===== src/rtl/core/ght_pkg.sv =====
// Shared constants, codes and types of the generational handle table.
`timescale 1ns / 1ps

package ght_pkg;

   localparam int SLOT_COUNT  = 64;
   localparam int SLOT_W      = (SLOT_COUNT > 1) ? $clog2(SLOT_COUNT) : 1;
   localparam int LANES       = 8;
   localparam int LANE_W      = 3;
   localparam int GROUP_COUNT = (SLOT_COUNT + LANES - 1) / LANES;
   localparam int GRP_W       = (GROUP_COUNT > 1) ? $clog2(GROUP_COUNT) : 1;

   localparam int TAG_W    = 32;
   localparam int HANDLE_W = 32;
   localparam int GEN_W    = 8;
   localparam int TYPE_W   = 3;
   localparam int ID_W     = 21;
   localparam int GEN_LSB  = 24;
   localparam int TYPE_LSB = 21;

   typedef enum logic [1:0] {
      ACT_ADD    = 2'd0,
      ACT_REMOVE = 2'd1,
      ACT_LOOKUP = 2'd2,
      ACT_NONE   = 2'd3
   } action_type;

   typedef enum logic [2:0] {
      ST_OK         = 3'd0,
      ST_INVALID    = 3'd1,
      ST_FULL       = 3'd2,
      ST_WRONG_TYPE = 3'd3,
      ST_NOT_OWNED  = 3'd4
   } status_type;

   typedef struct packed {
      logic              found;
      logic              last;
      logic [SLOT_W-1:0] slot;
   } scan_result_type;

endpackage


===== src/rtl/core/ght_free_scan.sv =====
// Free-slot scanner: checks one group of eight used flags per cycle.
`timescale 1ns / 1ps

module ght_free_scan (
   input  logic                         clock,
   input  logic                         reset,
   input  logic                         clear,
   input  logic                         advance,
   input  logic [ght_pkg::SLOT_COUNT-1:0] used,
   output ght_pkg::scan_result_type     result
);
   import ght_pkg::*;

   localparam int PAD_W  = GROUP_COUNT * LANES;
   localparam int FULL_W = GRP_W + LANE_W;

   logic [GRP_W-1:0]  grp_ff;
   logic [GRP_W-1:0]  grp_in;
   logic [PAD_W-1:0]  used_pad;
   logic [LANES-1:0]  group_bits;
   logic [LANE_W-1:0] lane;
   logic              any_free;
   logic [FULL_W-1:0] full_idx;

   // slots past the end of the table read as used
   always_comb begin
      used_pad = '1;
      used_pad[SLOT_COUNT-1:0] = used;
   end

   assign group_bits = used_pad[grp_ff * LANES +: LANES];

   // lowest free lane in the group
   always_comb begin
      lane     = '0;
      any_free = 1'b0;
      for (int i = LANES - 1; i >= 0; i--) begin
         if (!group_bits[i]) begin
            lane     = LANE_W'(i);
            any_free = 1'b1;
         end
      end
   end

   assign full_idx     = {grp_ff, lane};
   assign result.found = any_free;
   assign result.last  = (grp_ff == GRP_W'(GROUP_COUNT - 1));
   assign result.slot  = full_idx[SLOT_W-1:0];

   always_comb begin
      grp_in = grp_ff;
      if (clear) begin
         grp_in = '0;
      end else if (advance) begin
         grp_in = grp_ff + GRP_W'(1);
      end
   end

   always_ff @(posedge clock) begin
      if (reset) begin
         grp_ff <= '0;
      end else begin
         grp_ff <= grp_in;
      end
   end

endmodule


===== src/rtl/core/ght_slot_mem.sv =====
// Slot tag and generation memories with registered reads.
`timescale 1ns / 1ps

module ght_slot_mem (
   input  logic                          clock,
   input  logic                          reset,
   input  logic [ght_pkg::SLOT_W-1:0]    rd_addr,
   input  logic [ght_pkg::SLOT_W-1:0]    wr_addr,
   input  logic                          tag_we,
   input  logic [ght_pkg::TAG_W-1:0]     tag_wdata,
   input  logic                          gen_we,
   input  logic [ght_pkg::GEN_W-1:0]     gen_wdata,
   output logic [ght_pkg::TAG_W-1:0]     tag_rdata,
   output logic [ght_pkg::GEN_W-1:0]     gen_rdata
);
   import ght_pkg::*;

   logic [TAG_W-1:0]      tag_mem [SLOT_COUNT];
   logic [GEN_W-1:0]      gen_mem [SLOT_COUNT];
   logic [SLOT_COUNT-1:0] gen_valid_ff;
   logic [SLOT_COUNT-1:0] gen_valid_in;
   logic [TAG_W-1:0]      tag_rd_ff;
   logic [GEN_W-1:0]      gen_rd_ff;
   logic                  gen_ok_ff;

   always_ff @(posedge clock) begin
      if (tag_we) begin
         tag_mem[wr_addr] <= tag_wdata;
      end
      tag_rd_ff <= tag_mem[rd_addr];
   end

   always_ff @(posedge clock) begin
      if (gen_we) begin
         gen_mem[wr_addr] <= gen_wdata;
      end
      gen_rd_ff <= gen_mem[rd_addr];
   end

   // generation never written reads as zero
   always_comb begin
      gen_valid_in = gen_valid_ff;
      if (gen_we) begin
         gen_valid_in[wr_addr] = 1'b1;
      end
   end

   always_ff @(posedge clock) begin
      if (reset) begin
         gen_valid_ff <= '0;
         gen_ok_ff    <= 1'b0;
      end else begin
         gen_valid_ff <= gen_valid_in;
         gen_ok_ff    <= gen_valid_ff[rd_addr];
      end
   end

   assign tag_rdata = tag_rd_ff;
   assign gen_rdata = gen_ok_ff ? gen_rd_ff : '0;

endmodule


===== src/rtl/core/generational_handle_table_unit.sv =====
// Top level of the generational handle table: sequencer, used flags, response.
//
//   channel  ports                      handshake
//   -------  -------------------------  -----------------------------------
//   request  req_*                      start high while busy low
//   result   rsp_*                      rsp_valid for one cycle, no stall
//   config   csr_store_type             csr_valid with csr_ready (always 1)
//
// Remove and lookup: accept issues the slot read, the next cycle checks
// the read data and answers. Add scans the used flags eight slots per
// cycle until a group has a free slot or the last group is full.
// Early rejects (bad type, bad id, unused action) answer from the idle state.
// Reset is synchronous and empties the table; no clearing pass is needed.
// The result is shown for one cycle after the item ends; the next item may
// be accepted in that same cycle.
`timescale 1ns / 1ps

module generational_handle_table_unit (
   input  logic                          clock,
   input  logic                          reset,
   input  logic                          start,
   output logic                          busy,
   input  logic [1:0]                    req_action,
   input  logic [ght_pkg::HANDLE_W-1:0]  req_handle_in,
   input  logic [5:0]                    req_slot_index,
   input  logic [ght_pkg::TAG_W-1:0]     req_object_tag,
   input  logic [ght_pkg::TYPE_W-1:0]    req_object_type,
   output logic                          rsp_valid,
   output logic [2:0]                    rsp_status,
   output logic [ght_pkg::HANDLE_W-1:0]  rsp_handle_out,
   output logic [ght_pkg::TAG_W-1:0]     rsp_found_tag,
   input  logic                          csr_valid,
   output logic                          csr_ready,
   input  logic [ght_pkg::TYPE_W-1:0]    csr_store_type
);
   import ght_pkg::*;

   typedef enum logic [2:0] {
      S_IDLE  = 3'b001,
      S_SCAN  = 3'b010,
      S_CHECK = 3'b100
   } state_type;

   state_type             state_ff, state_in;
   logic [TYPE_W-1:0]     store_type_ff;
   logic [SLOT_COUNT-1:0] used_ff, used_in;
   action_type            act_ff, act_in;
   logic [SLOT_W-1:0]     idx_ff, idx_in;
   logic [TAG_W-1:0]      tag_ff, tag_in;
   logic [GEN_W-1:0]      gen_ff, gen_in;

   logic                  rsp_valid_ff, rsp_valid_in;
   logic [2:0]            rsp_status_ff, rsp_status_in;
   logic [HANDLE_W-1:0]   rsp_handle_ff, rsp_handle_in;
   logic [TAG_W-1:0]      rsp_tag_ff, rsp_tag_in;

   scan_result_type       scan;
   logic                  scan_clear, scan_advance;

   logic [SLOT_W-1:0]     rd_addr;
   logic                  tag_we, gen_we;
   logic [TAG_W-1:0]      tag_rdata;
   logic [GEN_W-1:0]      gen_rdata;

   action_type            req_act;
   logic [ID_W-1:0]       req_id;
   logic [TYPE_W-1:0]     req_ty;
   logic [ID_W-1:0]       req_id_m1;
   logic [ID_W-1:0]       new_id;
   logic                  slot_used;

   ght_free_scan u_scan (
      .clock   (clock),
      .reset   (reset),
      .clear   (scan_clear),
      .advance (scan_advance),
      .used    (used_ff),
      .result  (scan)
   );

   ght_slot_mem u_mem (
      .clock     (clock),
      .reset     (reset),
      .rd_addr   (rd_addr),
      .wr_addr   (idx_ff),
      .tag_we    (tag_we),
      .tag_wdata (tag_ff),
      .gen_we    (gen_we),
      .gen_wdata (gen_rdata + GEN_W'(1)),
      .tag_rdata (tag_rdata),
      .gen_rdata (gen_rdata)
   );

   assign req_act   = action_type'(req_action);
   assign req_id    = req_handle_in[ID_W-1:0];
   assign req_ty    = req_handle_in[TYPE_LSB +: TYPE_W];
   assign req_id_m1 = req_id - ID_W'(1);
   assign new_id    = {{(ID_W - SLOT_W){1'b0}}, idx_ff} + ID_W'(1);
   assign slot_used = used_ff[idx_ff];

   assign busy      = (state_ff != S_IDLE);
   assign csr_ready = 1'b1;

   always_comb begin
      state_in      = state_ff;
      used_in       = used_ff;
      act_in        = act_ff;
      idx_in        = idx_ff;
      tag_in        = tag_ff;
      gen_in        = gen_ff;
      rsp_valid_in  = 1'b0;
      rsp_status_in = ST_OK;
      rsp_handle_in = '0;
      rsp_tag_in    = '0;
      scan_clear    = 1'b0;
      scan_advance  = 1'b0;
      rd_addr       = idx_ff;
      tag_we        = 1'b0;
      gen_we        = 1'b0;

      case (state_ff)
         S_IDLE: begin
            if (start) begin
               act_in = req_act;
               tag_in = req_object_tag;
               gen_in = req_handle_in[GEN_LSB +: GEN_W];
               case (req_act)
                  ACT_ADD: begin
                     scan_clear = 1'b1;
                     state_in   = S_SCAN;
                  end
                  ACT_REMOVE: begin
                     rd_addr = req_slot_index[SLOT_W-1:0];
                     idx_in  = req_slot_index[SLOT_W-1:0];
                     if (req_object_type != store_type_ff) begin
                        rsp_valid_in  = 1'b1;
                        rsp_status_in = ST_WRONG_TYPE;
                     end else if (32'(req_slot_index) >= SLOT_COUNT) begin
                        rsp_valid_in  = 1'b1;
                        rsp_status_in = ST_NOT_OWNED;
                     end else begin
                        state_in = S_CHECK;
                     end
                  end
                  ACT_LOOKUP: begin
                     rd_addr = req_id_m1[SLOT_W-1:0];
                     idx_in  = req_id_m1[SLOT_W-1:0];
                     if (req_id == '0 || req_ty != store_type_ff ||
                         32'(req_id) > SLOT_COUNT) begin
                        rsp_valid_in  = 1'b1;
                        rsp_status_in = ST_INVALID;
                     end else begin
                        state_in = S_CHECK;
                     end
                  end
                  default: begin
                     rsp_valid_in  = 1'b1;
                     rsp_status_in = ST_INVALID;
                  end
               endcase
            end
         end

         S_SCAN: begin
            rd_addr = scan.slot;
            if (scan.found) begin
               idx_in   = scan.slot;
               state_in = S_CHECK;
            end else if (scan.last) begin
               rsp_valid_in  = 1'b1;
               rsp_status_in = ST_FULL;
               state_in      = S_IDLE;
            end else begin
               scan_advance = 1'b1;
            end
         end

         S_CHECK: begin
            rsp_valid_in = 1'b1;
            state_in     = S_IDLE;
            case (act_ff)
               ACT_ADD: begin
                  tag_we          = 1'b1;
                  used_in[idx_ff] = 1'b1;
                  rsp_handle_in   = {gen_rdata, store_type_ff, new_id};
               end
               ACT_REMOVE: begin
                  if (slot_used && tag_rdata == tag_ff) begin
                     gen_we          = 1'b1;
                     used_in[idx_ff] = 1'b0;
                  end else begin
                     rsp_status_in = ST_NOT_OWNED;
                  end
               end
               ACT_LOOKUP: begin
                  if (slot_used && gen_rdata == gen_ff) begin
                     rsp_tag_in = tag_rdata;
                  end else begin
                     rsp_status_in = ST_INVALID;
                  end
               end
               default: begin
                  rsp_status_in = ST_INVALID;
               end
            endcase
         end

         default: begin
            state_in = S_IDLE;
         end
      endcase
   end

   always_ff @(posedge clock) begin
      if (reset) begin
         state_ff      <= S_IDLE;
         used_ff       <= '0;
         store_type_ff <= '0;
         rsp_valid_ff  <= 1'b0;
         act_ff        <= ACT_NONE;
      end else begin
         state_ff     <= state_in;
         used_ff      <= used_in;
         rsp_valid_ff <= rsp_valid_in;
         act_ff       <= act_in;
         if (csr_valid && csr_ready) begin
            store_type_ff <= csr_store_type;
         end
      end
   end

   always_ff @(posedge clock) begin
      idx_ff        <= idx_in;
      tag_ff        <= tag_in;
      gen_ff        <= gen_in;
      rsp_status_ff <= rsp_status_in;
      rsp_handle_ff <= rsp_handle_in;
      rsp_tag_ff    <= rsp_tag_in;
   end

   assign rsp_valid      = rsp_valid_ff;
   assign rsp_status     = rsp_status_ff;
   assign rsp_handle_out = rsp_handle_ff;
   assign rsp_found_tag  = rsp_tag_ff;

endmodule

===== config.mk =====
export PLATFORM = sky130hd
export DESIGN_NAME = generational_handle_table_unit
export DESIGN_NICKNAME = d
export VERILOG_FILES = /design/src/rtl/core/ght_pkg.sv /design/src/rtl/core/ght_free_scan.sv /design/src/rtl/core/ght_slot_mem.sv /design/src/rtl/core/generational_handle_table_unit.sv
export SDC_FILE = /design/constraint.sdc
export NUM_CORES = 2
export LEC_CHECK = 0
export ABC_AREA = 1
export BUFFER_PORTS_ARGS = -buffer_cell sky130_fd_sc_hd__buf_2
export CORE_ASPECT_RATIO = 0.75
export CORE_MARGIN = 2
export CORE_UTILIZATION = 35
export DETAILED_ROUTE_END_ITERATION = 6
export GPL_TIMING_DRIVEN = 0
export SETUP_SLACK_MARGIN = 0.1
export SYNTH_ARGS = -nofsm -noshare
export SYNTH_HDL_FRONTEND = slang
export SYNTH_SLANG_ARGS = --single-unit

===== constraint.sdc =====
create_clock -name clock -period 7.9 [get_ports clock]
set_input_delay 1.975 -clock clock [delete_from_list [all_inputs] [get_ports clock]]
set_output_delay 1.975 -clock clock [all_outputs]
set_load 0.01 [all_outputs]

==> results.yml <==
synthesis:
  post_synth_xor_area_fraction_pct: 0.2308
  cell_count_after_synthesis: 9829
  synth_area_leaders: "sky130_fd_sc_hd__edfxtp_1, sky130_fd_sc_hd__o211ai_1, sky130_fd_sc_hd__nand3_1, sky130_fd_sc_hd__nand2_1, sky130_fd_sc_hd__inv_1"
  synth_compound_gate_area_share_pct: 10.41
  post_synthesis_async_set_or_reset_flop_share_pct: 0
  synth.area.mux_share_pct: 0
  synth_enable_flop_cells: 2606
  post_synth_top_flop: "sky130_fd_sc_hd__edfxtp_1"
  post_synth_num_cell_types: 47
  synth_top_family_by_area: "simple AND/OR/NAND/NOR gates"
  synth_area_per_cell_um2: 11.97
  yosys_warnings: 0
  post_synth_and_or_nand_nor_area_fraction_pct: 11.51
  synth_adder_area_share_pct: 0.1063
  synthDominantAreaCellType: "sky130_fd_sc_hd__edfxtp_1"
  synth.ff_latch_count: 2840
  netlist.area_leader.share_pct: 66.51
  synth_area_mm2: 0.1177
  synth_sequential_area_ratio_pct: 70.49
placed_design:
  gp_routability_congestion: 0.9694
  port_buffers: 135
  dp_hpwl_um: 314000
status:
  status: "finished with violations"
  failed_checks: "DRC, capacitance limit, slew limit"
critical_path:
  crit_path_max_fanout: 10
  r2r_end: "u_mem.gen_mem[26][3]"
  timing.rr.start: "tag_ff[9]"
  timing.critical_path.required_ns: 8.69
  reg2reg_setup_slack_ns: 2.49
  critical_path.max_stage_delay_ns: 1.04
  cp.arrival_ns: 6.93
  path_cells: "buf_2 -> inv_1 -> ha_1 -> nand2_1 -> inv_1 -> o21ai_0 -> o21ai_0 -> inv_1 -> nand2_4 -> nand2_4 -> buf_6 -> buf_2 -> clkbuf_1 -> o21ai_0 -> o211ai_1 -> nand3_1 -> nand3_1 -> nand3_1 -> nand2_1"
  worst_path_dominant_cell_family: "buffers and inverters"
  critical_path.endpoint_type: "register"
  critical_path.n_buffers_inverters: 7
  critical_path.startpoint: "req_action[0]"
  critPathCapture: "u_mem.gen_rd_ff[1]"
  worst-r2r-cell-count: 11
  setup.worst_path.start_class: "input port"
  path_length_in_cells_of_the_critical_path: 19
  path_class: "input port to register"
  critical_path_cell_with_the_highest_stage_delay: "sky130_fd_sc_hd__clkbuf_1"
clock_network:
  cts-buffers-inserted: 293
  post_cts.repair.setup_buffers: 0
  cts_hold_repair.buffers: 0
  cts_resized: 0
  cts_num_sinks: 2840
  htree_num_levels: 5
  worstSkewPairLatency_ns: 0.91
  clockRootBuffer: "sky130_fd_sc_hd__clkbuf_16"
  path_clk_slew_ns: 0.06
  tritoncts: "yes"
  ctsLongestPathBuffers: 4
grt:
  first_global_vias: 77350
  grt_pass1_wl_um: 590500
  grt_overflow: 0
  grt_max_degree: 70
  antenna_found_initial: 52
  grt_use_total_pct: 24.44
floorplanning:
  start_util_pct: 35.15
  dieArea_mm2: 0.3409
  number_of_rows_in_the_core_area: 184
  die_x_um: 673.5
  die_height_um: 506.1
  floorplan.core_area_mm2: 0.3347
  io_pins: 152
flow_run:
  cap_viol_max_count: 2
routing:
  total_drc_errors_in_the_routed_layout: 7
  wirelength_um: 429600
  antenna_violating_nets_post_route: 0
  routed_via_density: 5.540
  drt_iter0_drc: 14570
  dr_total_vias: 85570
  first_pass_iters: 6
  post_drt_wl_per_cell_um: 27.82
pwr:
  comb_power_share_pct: 45.0
  ir_worst_vdd_mv: 0.3096
  swShare_pct: 44.93
  net-switching-power_w: 0.02545
  power_density_mw_per_mm2: 404.7
  total_leakage_power_nw: 51.13
  share_clk_of_total_power_pct: 24.2
  intPower_w: 0.03119
  power_share_of_the_sequential_group_pct: 30.7
sta:
  tightestPinTransition_ns: 1.550
  worst_hold_slack_ns: 0.4611
  hold_viol: 0
  setup_viol_count_final: 0
  rsz0062_at_grt: "false"
  clock-skew-final_ns: 0.09110
  layout_min_cycle_time_ns: 6.144
  slew_viol_final: 22
  timing.final.crit_share_pct: 77.78
  maxSlewHeadroom_pct: -3.311
  max_freq_mhz: 162.8
finish:
  area_growth_pct: 18.94
  fillerInstances: 31000
  area.sequential_mm2: 0.08294
  multi_input_area_mm2: 0.02670
  mostFrequentLayoutCells: "sky130_fd_sc_hd__edfxtp_1, sky130_fd_sc_hd__nand2_1, sky130_fd_sc_hd__inv_1"
  drive_gt1_share_pct: 12.89
  nets: 10750
  layout.cells.most_common: "sky130_fd_sc_hd__edfxtp_1"
  finish.utilization_pct: 41.81
worst_hold_path:
  worst_hold_path_type: "register to register"
## final cells by class
type | count | share of cell area, %
diodes | 100 | 0.1788
inverters | 1369 | 3.676
clock buffers | 380 | 5.669
plain buffers | 676 | 2.421
clock inverters | 140 | 0.9030
well taps | 4464 | 3.991
multi-input cells | 4957 | 19.08
repair buffers | 520 | 4.819
flip-flops and latches | 2840 | 59.27
## tightest hold or removal path, stage by stage, from the launching register on
cell and delay (ns):
sky130_fd_sc_hd__dfxtp_1 0.29, sky130_fd_sc_hd__inv_1 0.06, sky130_fd_sc_hd__a21oi_1 0.06
## sequential cells by signal, indices dropped and copies added, names as in the netlist, 6 cells and up, named ones only
signal and cells:
u_mem.tag_mem 2048, u_mem.gen_mem 512, u_mem.gen_valid_ff 64, rsp_found_tag 32, tag_ff 32, u_mem.tag_rdata 32
rsp_handle_out 18, gen_ff 8, u_mem.gen_rd_ff 8, idx_ff 6
## worst min path at each step
stage,to,start,depth (start not counted)
final,u_mem.gen_valid_ff[47],u_mem.gen_valid_ff[47],2
after global routing,u_mem.gen_valid_ff[45],u_mem.gen_valid_ff[45],2
after CTS,u_mem.gen_valid_ff[43],u_mem.gen_valid_ff[43],2
after detailed placement,u_mem.gen_valid_ff[59],u_mem.gen_valid_ff[59],2
after global placement,u_mem.gen_valid_ff[59],u_mem.gen_valid_ff[59],2
after floorplan,rsp_found_tag[0],u_mem.tag_rdata[0],2
## synth_stat cells, types with 3 or more instances
library cell               instances
sky130_fd_sc_hd__nor3_1           72
sky130_fd_sc_hd__nor4_1           10
sky130_fd_sc_hd__nand2_1        1490
sky130_fd_sc_hd__o21a_1           47
sky130_fd_sc_hd__o22ai_1          32
sky130_fd_sc_hd__edfxtp_1       2606
sky130_fd_sc_hd__inv_2             3
sky130_fd_sc_hd__clkbuf_1        274
sky130_fd_sc_hd__o21ai_1          13
sky130_fd_sc_hd__nand4_1           8
sky130_fd_sc_hd__dfxtp_1         234
sky130_fd_sc_hd__xnor2_1           8
sky130_fd_sc_hd__a211oi_1          3
sky130_fd_sc_hd__xor2_1           23
sky130_fd_sc_hd__a21oi_1         125
sky130_fd_sc_hd__a221oi_1          5
sky130_fd_sc_hd__o31ai_1           3
sky130_fd_sc_hd__buf_2           273
sky130_fd_sc_hd__inv_1          1362
sky130_fd_sc_hd__o211ai_2         30
sky130_fd_sc_hd__o41ai_1           7
sky130_fd_sc_hd__ha_1             10
sky130_fd_sc_hd__o211ai_1       1215
sky130_fd_sc_hd__or2_2             5
sky130_fd_sc_hd__o21ai_0         255
sky130_fd_sc_hd__buf_6            51
sky130_fd_sc_hd__nand3b_1          4
sky130_fd_sc_hd__nand3_1        1197
sky130_fd_sc_hd__buf_1            49
sky130_fd_sc_hd__nor2_1          362
sky130_fd_sc_hd__buf_4            29
## power by group through the flow
stage               clock (W)  sequential (W)  combinational (W)
global route           0.0143          0.0174             0.0263
CTS                    0.0137          0.0174             0.0243
global placement            0          0.0184             0.0228
finish                 0.0137          0.0174             0.0255
floorplan                   0          0.0179             0.0126
detailed placement          0          0.0177             0.0242
## per-layer routing
metal	routed length, um	track usage, %	share of wire, %	vias up
li1	-	-	-	36730
met5	220	0	0.051	-
met2	171700	33.08	40	6098
met4	19890	10.71	4.6	14
met3	63520	7.956	15	857
met1	174300	35.46	41	41870
## metrics by stage
| stage | TNS (ns) | worst slack (ns) | instance area (um2) | std cells | power [W] |
|---|---|---|---|---|---|
| 2_1_floorplan | 0 | 3.390 | 117700 | 9842 | 0.03048 |
| 3_3_place_gp | -943.80 | -1.496 | 124000 | 14440 | 0.04115 |
| 3_5_place_dp | 0 | 1.195 | 130500 | 14830 | 0.04194 |
| 4_1_cts | 0 | 2.119 | 139700 | 15350 | 0.05542 |
| 5_1_grt | 0 | 1.519 | 139900 | 15420 | 0.05801 |
| 6_report | 0 | 1.756 | 139900 | 15450 | 0.05664 |
## kinds of logic (layout without fill, tap and decap cells)
family / after synthesis / count (layout)
and+or+nand+nor: 3157 / 3157
buffers and inverters: 2045 / 3085
xor gates and xnor gates: 31 / 31
other: 2 / 115
DFF: 2840 / 2840
AOI/OAI and AO/OA: 1744 / 1744
adders and majority gates: 10 / 10
Note: power is estimated with default switching activity, not from simulation.
